==> config.mk <==
export PLATFORM = sky130hd
export DESIGN_NAME = permutation_apply_invert_order
export DESIGN_NICKNAME = d
export VERILOG_FILES = /design/src/rtl/pai_pkg.sv /design/src/rtl/pai_ram.sv /design/src/rtl/pai_ctrl.sv /design/src/rtl/pai_dp.sv /design/src/rtl/permutation_apply_invert_order.sv
export SDC_FILE = /design/constraint.sdc
export NUM_CORES = 1
export LEC_CHECK = 0
export ABC_CLOCK_PERIOD_IN_PS = 2800
export BUFFER_PORTS_ARGS = -buffer_cell sky130_fd_sc_hd__clkbuf_2
export CAP_MARGIN = 20
export CORE_ASPECT_RATIO = 1.4
export CORE_MARGIN = 5
export CORE_UTILIZATION = 50
export DETAILED_ROUTE_END_ITERATION = 6
export PLACE_DENSITY = 0.73
export SLEW_MARGIN = 20
export SYNTH_ARGS = -nofsm -noshare
export SYNTH_HDL_FRONTEND = slang
export SYNTH_SLANG_ARGS = --single-unit
==> constraint.sdc <==
create_clock -name clk -period 2.8 [get_ports clk]
set_clock_uncertainty 0.1 [all_clocks]
set_input_delay 0.28 -clock clk [delete_from_list [all_inputs] [get_ports clk]]
set_output_delay 0.28 -clock clk [all_outputs]
set_load 0.02 [all_outputs]
==> src/rtl/pai_pkg.sv <==
// Shared constants, codes and controller/datapath interface types for the
// permutation table block. Depends on nothing.
package pai_pkg;

  localparam int ELEMENTS    = 16;
  localparam int IDX_W       = $clog2(ELEMENTS);
  localparam int DATA_W      = 4;
  localparam int COUNT_W     = 12;
  localparam int ORDER_LIMIT = 4095;
  localparam int COUNT_MAX   = 4095;
  localparam logic [COUNT_W-1:0] ORDER_CAP =
    COUNT_W'((ORDER_LIMIT < COUNT_MAX) ? ORDER_LIMIT : COUNT_MAX);
  localparam logic [IDX_W-1:0] LAST_IDX = IDX_W'(ELEMENTS - 1);

  localparam logic [1:0] OP_LOAD   = 2'd0;
  localparam logic [1:0] OP_APPLY  = 2'd1;
  localparam logic [1:0] OP_INVERT = 2'd2;
  localparam logic [1:0] OP_ORDER  = 2'd3;

  // Table pass kinds run by the datapath sweep engine.
  localparam logic [1:0] PASS_INIT    = 2'd0; // power <= map
  localparam logic [1:0] PASS_COMPOSE = 2'd1; // power[i] <= map[power[i]]
  localparam logic [1:0] PASS_SCAN    = 2'd2; // first preimage into power
  localparam logic [1:0] PASS_COPY    = 2'd3; // inverse back into map

  typedef struct packed {
    logic       capture;
    logic       load_wr;
    logic       pass_start;
    logic [1:0] kind;
    logic       count_init;
    logic       count_inc;
    logic       res_clr;
    logic       res_image;
    logic       res_order;
    logic       res_fail;
    logic       out_push;
  } pai_cmd_t;

  typedef struct packed {
    logic [1:0] op;
    logic [1:0] kind;
    logic       pass_done;
    logic       ident;
    logic       at_limit;
    logic       out_free;
  } pai_sts_t;

endpackage

==> src/rtl/pai_ram.sv <==
// Generic single-write, single-read RAM with registered read data.
// Depends on nothing.
module pai_ram #(
  parameter int WIDTH = 4,
  parameter int DEPTH = 16,
  localparam int ADDR_W = $clog2(DEPTH)
) (
  input  logic              clk,
  input  logic              we,
  input  logic [ADDR_W-1:0] waddr,
  input  logic [WIDTH-1:0]  wdata,
  input  logic [ADDR_W-1:0] raddr,
  output logic [WIDTH-1:0]  rdata
);

  logic [WIDTH-1:0] mem [DEPTH];

  always_ff @(posedge clk) begin
    if (we) begin
      mem[waddr] <= wdata;
    end
    rdata <= mem[raddr];
  end

endmodule

==> src/rtl/pai_ctrl.sv <==
// Sequencing state machine for the permutation table block.
// Depends on pai_pkg for op codes, pass kinds and command/status types.
module pai_ctrl (
  input  logic              clk,
  input  logic              rst_n,
  input  logic              in_valid,
  output logic              in_stall,
  input  pai_pkg::pai_sts_t sts,
  output pai_pkg::pai_cmd_t cmd
);

  localparam logic [2:0] S_IDLE   = 3'd0;
  localparam logic [2:0] S_EXEC   = 3'd1;
  localparam logic [2:0] S_APPLY  = 3'd2;
  localparam logic [2:0] S_PASS   = 3'd3;
  localparam logic [2:0] S_CHECK  = 3'd4;
  localparam logic [2:0] S_RESULT = 3'd5;

  logic [2:0] state_r, state_nxt;

  assign in_stall = (state_r != S_IDLE);

  always_comb begin
    cmd       = '0;
    state_nxt = state_r;
    unique case (state_r)
      S_IDLE: begin
        if (in_valid) begin
          cmd.capture = 1'b1;
          state_nxt   = S_EXEC;
        end
      end
      S_EXEC: begin
        cmd.res_clr = 1'b1;
        unique case (sts.op)
          pai_pkg::OP_LOAD: begin
            cmd.load_wr = 1'b1;
            state_nxt   = S_RESULT;
          end
          pai_pkg::OP_APPLY: begin
            state_nxt = S_APPLY;
          end
          pai_pkg::OP_INVERT: begin
            cmd.pass_start = 1'b1;
            cmd.kind       = pai_pkg::PASS_SCAN;
            state_nxt      = S_PASS;
          end
          default: begin
            cmd.pass_start = 1'b1;
            cmd.kind       = pai_pkg::PASS_INIT;
            cmd.count_init = 1'b1;
            state_nxt      = S_PASS;
          end
        endcase
      end
      S_APPLY: begin
        cmd.res_image = 1'b1;
        state_nxt     = S_RESULT;
      end
      S_PASS: begin
        if (sts.pass_done) begin
          case (sts.kind)
            pai_pkg::PASS_SCAN: begin
              cmd.pass_start = 1'b1;
              cmd.kind       = pai_pkg::PASS_COPY;
            end
            pai_pkg::PASS_COPY: state_nxt = S_RESULT;
            default:            state_nxt = S_CHECK;
          endcase
        end
      end
      S_CHECK: begin
        if (sts.ident) begin
          cmd.res_order = 1'b1;
          state_nxt     = S_RESULT;
        end else if (sts.at_limit) begin
          cmd.res_order = 1'b1;
          cmd.res_fail  = 1'b1;
          state_nxt     = S_RESULT;
        end else begin
          cmd.pass_start = 1'b1;
          cmd.kind       = pai_pkg::PASS_COMPOSE;
          cmd.count_inc  = 1'b1;
          state_nxt      = S_PASS;
        end
      end
      S_RESULT: begin
        if (sts.out_free) begin
          cmd.out_push = 1'b1;
          state_nxt    = S_IDLE;
        end
      end
      default: state_nxt = S_IDLE;
    endcase
  end

  always_ff @(posedge clk) begin
    if (!rst_n) begin
      state_r <= S_IDLE;
    end else begin
      state_r <= state_nxt;
    end
  end

  a_push_from_result: assert property (@(posedge clk) disable iff (!rst_n)
    cmd.out_push |-> (state_r == S_RESULT) && sts.out_free)
    else $error("result pushed outside result state or into a full register");
  a_check_after_pass: assert property (@(posedge clk) disable iff (!rst_n)
    (state_r == S_CHECK) |-> $past(state_r) == S_PASS)
    else $error("order check entered without a finished pass");
  a_capture_idle: assert property (@(posedge clk) disable iff (!rst_n)
    cmd.capture |=> state_r == S_EXEC)
    else $error("captured item not executed");

endmodule

==> src/rtl/pai_dp.sv <==
// Datapath: map and power tables, three-stage sweep engine, order counter,
// result and output registers. Depends on pai_pkg and pai_ram.
module pai_dp (
  input  logic                           clk,
  input  logic                           rst_n,
  input  pai_pkg::pai_cmd_t              cmd,
  output pai_pkg::pai_sts_t              sts,
  input  logic [1:0]                     in_op,
  input  logic [pai_pkg::IDX_W-1:0]      in_key,
  input  logic [pai_pkg::DATA_W-1:0]     in_value,
  output logic                           out_valid,
  input  logic                           out_stall,
  output logic [pai_pkg::DATA_W-1:0]     out_image,
  output logic [pai_pkg::COUNT_W-1:0]    out_order_count,
  output logic                           out_status
);

  logic [1:0]                      op_r;
  logic [pai_pkg::IDX_W-1:0]       key_r;
  logic [pai_pkg::DATA_W-1:0]      value_r;

  // sweep engine
  logic [1:0]                      kind_r;
  logic                            run_r, v1_r, v2_r;
  logic [pai_pkg::IDX_W-1:0]       iss_r, idx1_r, idx2_r;
  logic                            ident_r;
  logic [pai_pkg::ELEMENTS-1:0]    seen_r;
  logic                            pass_done;

  logic [pai_pkg::COUNT_W-1:0]     count_r;

  logic [pai_pkg::DATA_W-1:0]      res_image_r;
  logic [pai_pkg::COUNT_W-1:0]     res_order_r;
  logic                            res_status_r;
  logic                            out_valid_r;
  logic [pai_pkg::DATA_W-1:0]      out_image_r;
  logic [pai_pkg::COUNT_W-1:0]     out_order_r;
  logic                            out_status_r;

  // map table with per-entry valid bits; unwritten entries read as identity
  logic [pai_pkg::ELEMENTS-1:0]    mv_r;
  logic                            mv_q_r;
  logic [pai_pkg::IDX_W-1:0]       maddr_q_r;
  logic                            m_we;
  logic [pai_pkg::IDX_W-1:0]       m_waddr, m_raddr;
  logic [pai_pkg::DATA_W-1:0]      m_wdata, m_ram_rdata, map_rdata;

  logic                            p_we;
  logic [pai_pkg::IDX_W-1:0]       p_waddr;
  logic [pai_pkg::DATA_W-1:0]      p_wdata, power_rdata;

  logic                            pow_kind;

  assign pow_kind  = (kind_r == pai_pkg::PASS_INIT) || (kind_r == pai_pkg::PASS_COMPOSE);
  assign map_rdata = mv_q_r ? m_ram_rdata : maddr_q_r;
  assign pass_done = v2_r && (idx2_r == pai_pkg::LAST_IDX);

  always_comb begin
    if (v1_r) begin
      m_raddr = (kind_r == pai_pkg::PASS_COMPOSE) ? power_rdata[pai_pkg::IDX_W-1:0] : idx1_r;
    end else begin
      m_raddr = key_r;
    end
    m_we    = 1'b0;
    m_waddr = key_r;
    m_wdata = value_r;
    if (cmd.load_wr) begin
      m_we = 1'b1;
    end else if (v1_r && (kind_r == pai_pkg::PASS_COPY)) begin
      m_we    = 1'b1;
      m_waddr = idx1_r;
      m_wdata = seen_r[idx1_r] ? power_rdata : idx1_r;
    end
  end

  always_comb begin
    p_we    = 1'b0;
    p_waddr = idx2_r;
    p_wdata = map_rdata;
    if (v2_r && pow_kind) begin
      p_we = 1'b1;
    end else if (v2_r && (kind_r == pai_pkg::PASS_SCAN) && !seen_r[map_rdata]) begin
      p_we    = 1'b1;
      p_waddr = map_rdata;
      p_wdata = idx2_r;
    end
  end

  pai_ram #(.WIDTH(pai_pkg::DATA_W), .DEPTH(pai_pkg::ELEMENTS)) u_map_ram (
    .clk   (clk),
    .we    (m_we),
    .waddr (m_waddr),
    .wdata (m_wdata),
    .raddr (m_raddr),
    .rdata (m_ram_rdata)
  );

  pai_ram #(.WIDTH(pai_pkg::DATA_W), .DEPTH(pai_pkg::ELEMENTS)) u_power_ram (
    .clk   (clk),
    .we    (p_we),
    .waddr (p_waddr),
    .wdata (p_wdata),
    .raddr (iss_r),
    .rdata (power_rdata)
  );

  // payload registers
  always_ff @(posedge clk) begin
    if (cmd.capture) begin
      op_r    <= in_op;
      key_r   <= in_key;
      value_r <= in_value;
    end
    maddr_q_r <= m_raddr;
    mv_q_r    <= mv_r[m_raddr];
    if (cmd.pass_start) begin
      kind_r <= cmd.kind;
    end
    idx1_r <= iss_r;
    idx2_r <= idx1_r;
    if (cmd.count_init) begin
      count_r <= pai_pkg::COUNT_W'(1);
    end else if (cmd.count_inc) begin
      count_r <= count_r + pai_pkg::COUNT_W'(1);
    end
    if (cmd.res_clr) begin
      res_image_r  <= '0;
      res_order_r  <= '0;
      res_status_r <= 1'b0;
    end else if (cmd.res_image) begin
      res_image_r <= map_rdata;
    end else if (cmd.res_order) begin
      res_order_r  <= count_r;
      res_status_r <= cmd.res_fail;
    end
    if (cmd.out_push) begin
      out_image_r  <= res_image_r;
      out_order_r  <= res_order_r;
      out_status_r <= res_status_r;
    end
  end

  // control registers
  always_ff @(posedge clk) begin
    if (!rst_n) begin
      run_r       <= 1'b0;
      v1_r        <= 1'b0;
      v2_r        <= 1'b0;
      iss_r       <= '0;
      ident_r     <= 1'b1;
      seen_r      <= '0;
      mv_r        <= '0;
      out_valid_r <= 1'b0;
    end else begin
      v1_r <= run_r;
      v2_r <= v1_r;
      if (cmd.pass_start) begin
        run_r   <= 1'b1;
        iss_r   <= '0;
        ident_r <= 1'b1;
        if (cmd.kind == pai_pkg::PASS_SCAN) begin
          seen_r <= '0;
        end
      end else if (run_r) begin
        iss_r <= iss_r + pai_pkg::IDX_W'(1);
        if (iss_r == pai_pkg::LAST_IDX) begin
          run_r <= 1'b0;
        end
      end
      if (v2_r && pow_kind && (map_rdata != idx2_r)) begin
        ident_r <= 1'b0;
      end
      if (v2_r && (kind_r == pai_pkg::PASS_SCAN)) begin
        seen_r[map_rdata] <= 1'b1;
      end
      if (m_we) begin
        mv_r[m_waddr] <= 1'b1;
      end
      if (cmd.out_push) begin
        out_valid_r <= 1'b1;
      end else if (!out_stall) begin
        out_valid_r <= 1'b0;
      end
    end
  end

  assign sts.op        = op_r;
  assign sts.kind      = kind_r;
  assign sts.pass_done = pass_done;
  assign sts.ident     = ident_r;
  assign sts.at_limit  = (count_r == pai_pkg::ORDER_CAP);
  assign sts.out_free  = !out_valid_r || !out_stall;

  assign out_valid       = out_valid_r;
  assign out_image       = out_image_r;
  assign out_order_count = out_order_r;
  assign out_status      = out_status_r;

  a_run_feeds_stage1: assert property (@(posedge clk) disable iff (!rst_n)
    run_r |=> v1_r)
    else $error("issued element lost in sweep pipeline");
  a_done_after_issue: assert property (@(posedge clk) disable iff (!rst_n)
    pass_done |-> !run_r)
    else $error("pass finished while still issuing");
  a_start_when_free: assert property (@(posedge clk) disable iff (!rst_n)
    cmd.pass_start |-> !run_r && !v1_r)
    else $error("pass started over a running pass");

endmodule

==> src/rtl/permutation_apply_invert_order.sv <==
// Permutation table block: load, apply, in-place invert and order by repeated
// composition. Top level; depends on pai_pkg, pai_ctrl, pai_dp (and pai_ram).
//
// One item is worked on at a time; in_stall is high from acceptance until the
// result has been moved into the output register, which can still hold the
// previous result while the next item is taken. A load writes the map entry
// and an apply reads one, each then moving its result into the output register.
// Invert runs two table sweeps through the three-stage sweep pipeline over the
// map and power RAMs. Order runs one sweep per power of the map until the
// identity or the limit of 4095 is reached; the single power-table write port
// sets the sweep length. The map resets to the identity through per-entry valid
// bits, so no clearing pass is needed after reset.
module permutation_apply_invert_order (
  input  logic                           clk,
  input  logic                           rst_n,
  input  logic                           in_valid,
  output logic                           in_stall,
  input  logic [1:0]                     in_op,
  input  logic [pai_pkg::IDX_W-1:0]      in_key,
  input  logic [pai_pkg::DATA_W-1:0]     in_value,
  output logic                           out_valid,
  input  logic                           out_stall,
  output logic [pai_pkg::DATA_W-1:0]     out_image,
  output logic [pai_pkg::COUNT_W-1:0]    out_order_count,
  output logic                           out_status
);

  pai_pkg::pai_cmd_t cmd;
  pai_pkg::pai_sts_t sts;

  // Sequence ops: decode, run sweeps, check identity or limit, hand off result.
  pai_ctrl u_ctrl (
    .clk      (clk),
    .rst_n    (rst_n),
    .in_valid (in_valid),
    .in_stall (in_stall),
    .sts      (sts),
    .cmd      (cmd)
  );

  // Hold the tables, run the sweeps, count powers, drive the output register.
  pai_dp u_dp (
    .clk             (clk),
    .rst_n           (rst_n),
    .cmd             (cmd),
    .sts             (sts),
    .in_op           (in_op),
    .in_key          (in_key),
    .in_value        (in_value),
    .out_valid       (out_valid),
    .out_stall       (out_stall),
    .out_image       (out_image),
    .out_order_count (out_order_count),
    .out_status      (out_status)
  );

endmodule
# == After elaboration in Yosys (flattened, before gate mapping) ==
# Memories as Yosys holds them, arrays and structs flattened. A register that Yosys moved wholly into a read port is not among the register bits.
# Cells that the tools add are included.
# word_totals
output_inout_bits,19
inputBits,14
word_cells,153
memories,2
regBits,115
mem_bits_rw,128
# mem_list
name,words,word_bits,read_ports,rd_clocked_by_memory_dff,write_ports,line,rtl
u_dp.u_map_ram.mem,16,4,1,1,1,pai_ram.sv:16,logic [WIDTH-1:0] mem [DEPTH];
u_dp.u_power_ram.mem,16,4,1,1,1,pai_ram.sv:16,
# op_classes
bitwise,4
magnitude_cmp,6
eq_ne,20
n_addsub,2
muxes,72
n_reduce_logical,23
# ops
cell,count
16-bit two-way mux,4
4-bit two-way mux,12
1-bit two-way mux,35
16-bit bitwise OR,2
3-bit two-way mux,9
4-bit by 5-bit less-than comparator with 1-bit output (second input constant),4
3-bit one-hot mux with 2 select lines,3
3-bit one-hot mux with 6 select lines,1
12-bit by 1-bit adder with 12-bit output (second input constant),1
1-bit binary-select mux with 4-bit select,3
12-bit equality test (second input constant),1
3-bit one-hot mux with 3 select lines,1
1-bit demux with 4-bit select,2
2-bit equality test (second input constant),4
4-bit equality test (second input constant),2
4-bit by 1-bit greater-or-equal comparator with 1-bit output (second input constant),2
1-bit logical AND,8
3-bit by 2-bit equality test with 1-bit output (second input constant),2
3-bit equality test (second input constant),2
2-bit inequality test (second input constant),3
4-bit by 1-bit adder with 4-bit output (second input constant),1
2-bit by 1-bit equality test with 1-bit output (second input constant),2
2-bit zero test,2
2-bit two-way mux,2
other kinds (13),19

# == Logic depth before layout (Yosys ltp) ==
# depth
word_depth,10
mapped_depth,9
mapped_depth_nobuf,7

# == Hierarchy ==
# From an unflattened synthesis, not the netlist that was laid out.
# hier_totals
hier_cells,766
area_unflattened_um2,10457.5
# modules_own_cells
mod,cells_each,area_each_um2,seq_area_each_um2,n_inst
pai_ram,130,2666.3,2001.9,2
pai_dp,461,4783.3,2532.4,1
pai_ctrl,45,341.6,60.1,1

# == Least setup slack after synthesis ==
# OpenSTA, ideal clock, no wires.
# synth_timing
path_type,flip-flop to flip-flop
start,reg u_ctrl.state_r[0]
end,"reg u_dp.out_image_r, in the netlist u_dp.out_image[0], enable pin"
synth_period_minus_slack_ps,2598
n_path_buf,1
arrival_time_ps,2081
required_ps,2284
path_stages_with_launch,4
setup_time_ps,416
slack_ps,202
path_cell_list,dfxtp_1 -> clkbuf_1 -> nand2_1 -> nor3b_1
# synth_rtl
item,line,rtl
start: declaration,pai_ctrl.sv:19,"logic [2:0] state_r, state_nxt;"
start signal: assignment,pai_ctrl.sv:101,state_r <= state_nxt;
end signal: assignment,pai_dp.sv:137,out_image_r <= res_image_r;
end: declaration,pai_dp.sv:36,logic [pai_pkg::DATA_W-1:0] out_image_r;

# == Final worst setup path ==
# layout_timing
start,"reg u_dp.u_map_ram.rdata[0], read port of u_dp.u_map_ram.mem"
end,"mem u_dp.u_power_ram.mem[5][0], enable pin"
# layout_via
elab_chain_cells,9
elab_cells_between_ends,11
cone_classes,9 x mux; 2 x reduce/logical
# layout_rtl
item,line,rtl
start: declaration,pai_ram.sv:13,output logic [WIDTH-1:0] rdata
4-bit two-way mux (*),pai_dp.sv:55,assign map_rdata = mv_q_r ? m_ram_rdata : maddr_q_r;
1-bit binary-select mux with 4-bit select,pai_dp.sv:82,end else if (v2_r && (kind_r == pai_pkg::PASS_SCAN) && !seen_r[map_rdata]) begin
1-bit two-way mux (not written as such),pai_dp.sv:82,
1-bit zero test,pai_dp.sv:82,
1-bit logical AND,pai_dp.sv:82,
1-bit two-way mux,pai_dp.sv:82,
1-bit two-way mux,pai_dp.sv:80,if (v2_r && pow_kind) begin
1-bit two-way mux,pai_ram.sv:19,if (we) begin
1-bit two-way mux (not written as such),pai_ram.sv:20,mem[waddr] <= wdata;
end: declaration,pai_ram.sv:16,
# Mark *: on every way between the ends. The rest lies on a longest branch, timed or not. The select of a mux whose other input is x is not followed.

==> flow_metrics.py <==
metrics = {
    "pwr": {
        "power-per-cell-area_mw_per_mm2": 742.7,
        "static-leakage-power_nw": 4.232,
        "vdd_ir_drop_max_mv": 0.6445,
    },
    "synthesis": {
        "async_flop_share_pct": 0,
        "yosys_register_bits": 251,
        "edff_count_synth": 157,
        "syn_area_sq_mm": 0.01024,
        "synth_top_cell_area_share_pct": 46.02,
        "yosys-top-cells-area": "sky130_fd_sc_hd__edfxtp_1 (46%), sky130_fd_sc_hd__dfxtp_1 (18%), sky130_fd_sc_hd__mux4_2 (5.3%)",
        "synth_flop_cell": "sky130_fd_sc_hd__edfxtp_1",
        "post_synth_num_cell_types": 51,
        "synth_seq_area_share_pct": 64.39,
        "cell_type_with_the_highest_aggregate_area_in_the_netlist": "sky130_fd_sc_hd__edfxtp_1",
        "synthesis.area_per_instance_sq_um": 13.46,
        "cells_after_synthesis": 761,
        "yosys_warnings": 0,
        "syn-num-nets": 777,
    },
    "critical_path": {
        "setup.worst_path.class": "reg -> reg",
        "worstRegToRegCells": 8,
        "regToRegStartpoint": "u_dp.u_map_ram.rdata[0]$_DFF_P_",
        "cp-end-kind": "flip-flop",
        "r2r-end": "u_dp.u_power_ram.mem[5][0]$_DFFE_PP_",
        "slowest_delay_ps": 370,
        "timing.critical_path.slowest_stage_cell": "sky130_fd_sc_hd__dfxtp_2",
        "crit_top_cell": "sky130_fd_sc_hd__buf_4",
        "crit_arrival_ps": 2800,
        "crit_path_start_kind": "flip-flop",
        "slack_of_the_worst_reg_to_reg_path_ps": 130,
        "cp.required_ps": 2930,
        "crit_path_max_fanout": 20,
        "crit_chain": "and3b_1, or2_0, a22o_1, o21ai_1, nand4_1, buf_4, o32ai_1, buf_4",
    },
    "drt": {
        "drt-pass1-iter-count": 7,
        "detailedRoute.firstIterationViolations": 442,
        "detailroute.via_count": 6560,
        "drc": 0,
        "ant_nets": 0,
        "detail_route.wl_per_cell_um": 20.69,
        "postRouteWirelength_um": 23110,
        "avgViaCountPerCell": 5.873,
    },
    "sta": {
        "rsz0062_at_grt": "false",
        "max_clock_freq_ghz": 0.3742,
        "min_period_over_period_pct": 95.44,
        "slew_headroom_pct": 41.77,
        "setup_viol": 0,
        "timing.setup.tns_ps": 0,
        "tightestPinTransition_ps": 870.3,
        "setup_slack_ps": 127.5,
        "finalHoldViolCount": 0,
        "timing.final.crit_period_ps": 2672,
        "report.final.slew_viol_count": 0,
    },
    "place": {
        "placement.setup.worst_slack_ps": -27.46,
        "dp_hpwl_um": 15870,
        "io_buf_count": 32,
        "finalWeightedCongestion": 0.9176,
    },
    "global_route": {
        "grt.total_usage_pct": 20.11,
        "grt_first_pass_wirelength_um": 36470,
        "gr-usage-met1_pct": 24.18,
        "grt_use_met2_pct": 36.29,
        "grt_start_max_net_pins": 28,
        "initial_antenna_violation_count": 0,
        "grt-ovfl-total": 0,
        "most_utilized_layer_in_the_global_route_result": "met2",
        "first_global_vias": 6604,
        "met3_usage_pct": 2.966,
    },
    "floorplanning": {
        "die-height_um": 179.4,
        "initial_utilization_pct": 50.40,
        "x_dimension_of_the_die_um": 131.0,
        "row_count": 62,
        "core_sq_mm": 0.02032,
        "io_pins": 33,
        "fp.dieArea_sq_mm": 0.02349,
    },
    "clocking": {
        "clkSinkCount": 251,
        "clk-insertion-delay-late_ps": 520,
        "cts_setup_buffers": 0,
        "clk_pin_slew_worst_paths_ps": 70,
        "clockBufferDepth": 3,
        "cts_buffers": 23,
        "h-tree-depth": 1,
        "tritoncts": "done",
        "cts_root_buffer": "sky130_fd_sc_hd__clkbuf_16",
    },
    "worst_hold_path": {
        "worst_min_delay_path_category": "in -> reg",
        "hold_path_depth": 4,
        "holdPathEnd": "u_dp.out_valid$_SDFFE_PN0P_",
        "worst_hold_startpoint": "out_stall",
    },
    "outcome": {
        "outcome": "completed",
    },
    "cells_and_area": {
        "area.growth.synth_to_final_pct": 15.85,
        "proportion_of_layout_cells_with_a_drive_suffix_above_1_pct": 19.28,
        "insertedDiodeCount": 0,
        "layout.nets": 860,
    },
    "flow_run": {
        "cap_viol_max_count": 0,
    },
}
## registers in the layout, indices dropped and copies added (netlist names), 12 cells and up
register              cells
u_dp.seen_r              16
u_dp.out_order_count     12
u_dp.u_map_ram.mem       64
u_dp.res_order_r         12
u_dp.mv_r                16
u_dp.count_r             12
u_dp.u_power_ram.mem     64
## what timing repair did
item,in CTS,in global routing
gates resized for setup,1,8
hold buffers,10,0
setup endpoints to repair,16,120
pin swaps,0,0
hold endpoints to repair,10,0
## final cells by class
| class | instances | area (sq um) |
|---|---|---|
| repair buffers | 93 | 668.1 |
| clock buffers | 29 | 660.6 |
| fillers | 1595 | 8457 |
| flip-flops and latches | 251 | 6599 |
| multi-input cells | 459 | 3432 |
| clock inverters | 13 | 127.6 |
| inverters | 16 | 60.06 |
| well taps | 256 | 320.3 |
## critical path, delay by kind of cell (launching register included)
kind	cells	cell delay [ps]
AOI/OAI and AO/OA	3	800
and+or+nand+nor	3	660
buffers and inverters	2	450
DFF	1	370
## cells in the mapped netlist, types with 8 or more instances
cell                       count
sky130_fd_sc_hd__a21oi_1      17
sky130_fd_sc_hd__xnor2_1      14
sky130_fd_sc_hd__and3_1        8
sky130_fd_sc_hd__o21a_1       17
sky130_fd_sc_hd__buf_2        10
sky130_fd_sc_hd__o22ai_1      24
sky130_fd_sc_hd__nor2_1       51
sky130_fd_sc_hd__or3_1        11
sky130_fd_sc_hd__nor3b_1       8
sky130_fd_sc_hd__clkbuf_1     19
sky130_fd_sc_hd__mux4_2       24
sky130_fd_sc_hd__nand2b_1     11
sky130_fd_sc_hd__a22o_1       18
sky130_fd_sc_hd__mux2i_1      48
sky130_fd_sc_hd__nor2b_1      23
sky130_fd_sc_hd__o32ai_1      16
sky130_fd_sc_hd__dfxtp_1      94
sky130_fd_sc_hd__inv_1        16
sky130_fd_sc_hd__nand3_1      11
sky130_fd_sc_hd__o21ai_0      17
sky130_fd_sc_hd__a31oi_1       9
sky130_fd_sc_hd__a22oi_1      16
sky130_fd_sc_hd__edfxtp_1    157
sky130_fd_sc_hd__nand2_1      45
sky130_fd_sc_hd__nor3_1       12
## layout by cell type, fill, tap and decap left out, drive strengths merged, types with 5 or more instances in the layout
master	count
clkbuf	61
xnor2	14
nand2	45
o32ai	16
nor3	12
nand3	11
clkinv	7
o22ai	24
inv	19
buf	51
or4	5
nor3b	9
nor2b	23
a21oi	19
nor2	51
and3	8
mux2	7
mux2i	48
nand4	5
nand2b	11
dfxtp	94
or3	11
mux4	24
dlygate4sd3	10
or2	7
and2	6
o21ai	19
edfxtp	157
a22oi	16
a31oi	9
o21a	17
a22o	18
## worst max path at each step
stage | end | cells past startpoint | startpoint | slack [ps]
after floorplan | u_dp.out_image[0]$_DFFE_PP_ | 3 | u_ctrl.state_r[0]$_SDFFE_PN0P_ | 200
after global placement | u_dp.u_power_ram.mem[0][2]$_DFFE_PP_ | 7 | u_dp.u_map_ram.rdata[0]$_DFF_P_ | 10
after detailed placement | u_dp.u_map_ram.mem[0][0]$_DFFE_PP_ | 6 | u_dp.idx1_r[0]$_DFF_P_ | -30
after CTS | u_dp.u_power_ram.mem[1][2]$_DFFE_PP_ | 7 | u_dp.u_map_ram.rdata[0]$_DFF_P_ | 7
after global routing | u_dp.u_power_ram.mem[0][1]$_DFFE_PP_ | 8 | u_dp.u_map_ram.rdata[1]$_DFF_P_ | 40
final | u_dp.u_power_ram.mem[5][0]$_DFFE_PP_ | 8 | u_dp.u_map_ram.rdata[0]$_DFF_P_ | 130
## cells by family (layout without fill, tap and decap cells)
logic type,count (synthesis),in the layout,share of synthesized area [%]
flip-flops,251,251,64.39
AND/OR/NAND/NOR,212,212,10.69
AO/OA/AOI/OAI,149,149,10.16
multiplexers,79,79,10.74
buffers and inverters,51,151,2.321
XOR/XNOR,17,17,1.454
adder cells (fa/ha/maj),2,2,0.2443
## report_power, final
part | total (mW) | leakage [nW] | internal, mW | switching, mW
logic | 1.23 | 1.64 | 0.476 | 0.758
clock network | 3.22 | 0.392 | 1.87 | 1.35
registers | 4.36 | 2.19 | 4.19 | 0.161
## per-stage QoR
stage | hold WS, ps | cells | utilization, % | power [mW] | cell area, sq um
3_5_place_dp | 320.4 | 1065 | 53.96 | 5.630 | 10970
3_3_place_gp | 319.9 | 1065 | 53.96 | 5.610 | 10970
4_1_cts | 72.22 | 1117 | 58.35 | 8.843 | 11860
6_report | 84.85 | 1117 | 58.39 | 8.814 | 11870
5_1_grt | 132.4 | 1117 | 58.39 | 9.156 | 11870
2_1_floorplan | 229.0 | 761 | - | 5.200 | 10240
## routing by layer
layer	part of all wire [%]	vias up	routed length, um
met2	53	177	12250
met1	39	3266	9040
met5	0	-	0
met3	4.6	51	1070
met4	3.2	0	741
li1	-	3066	-
Power figures use the tool's default switching activity.
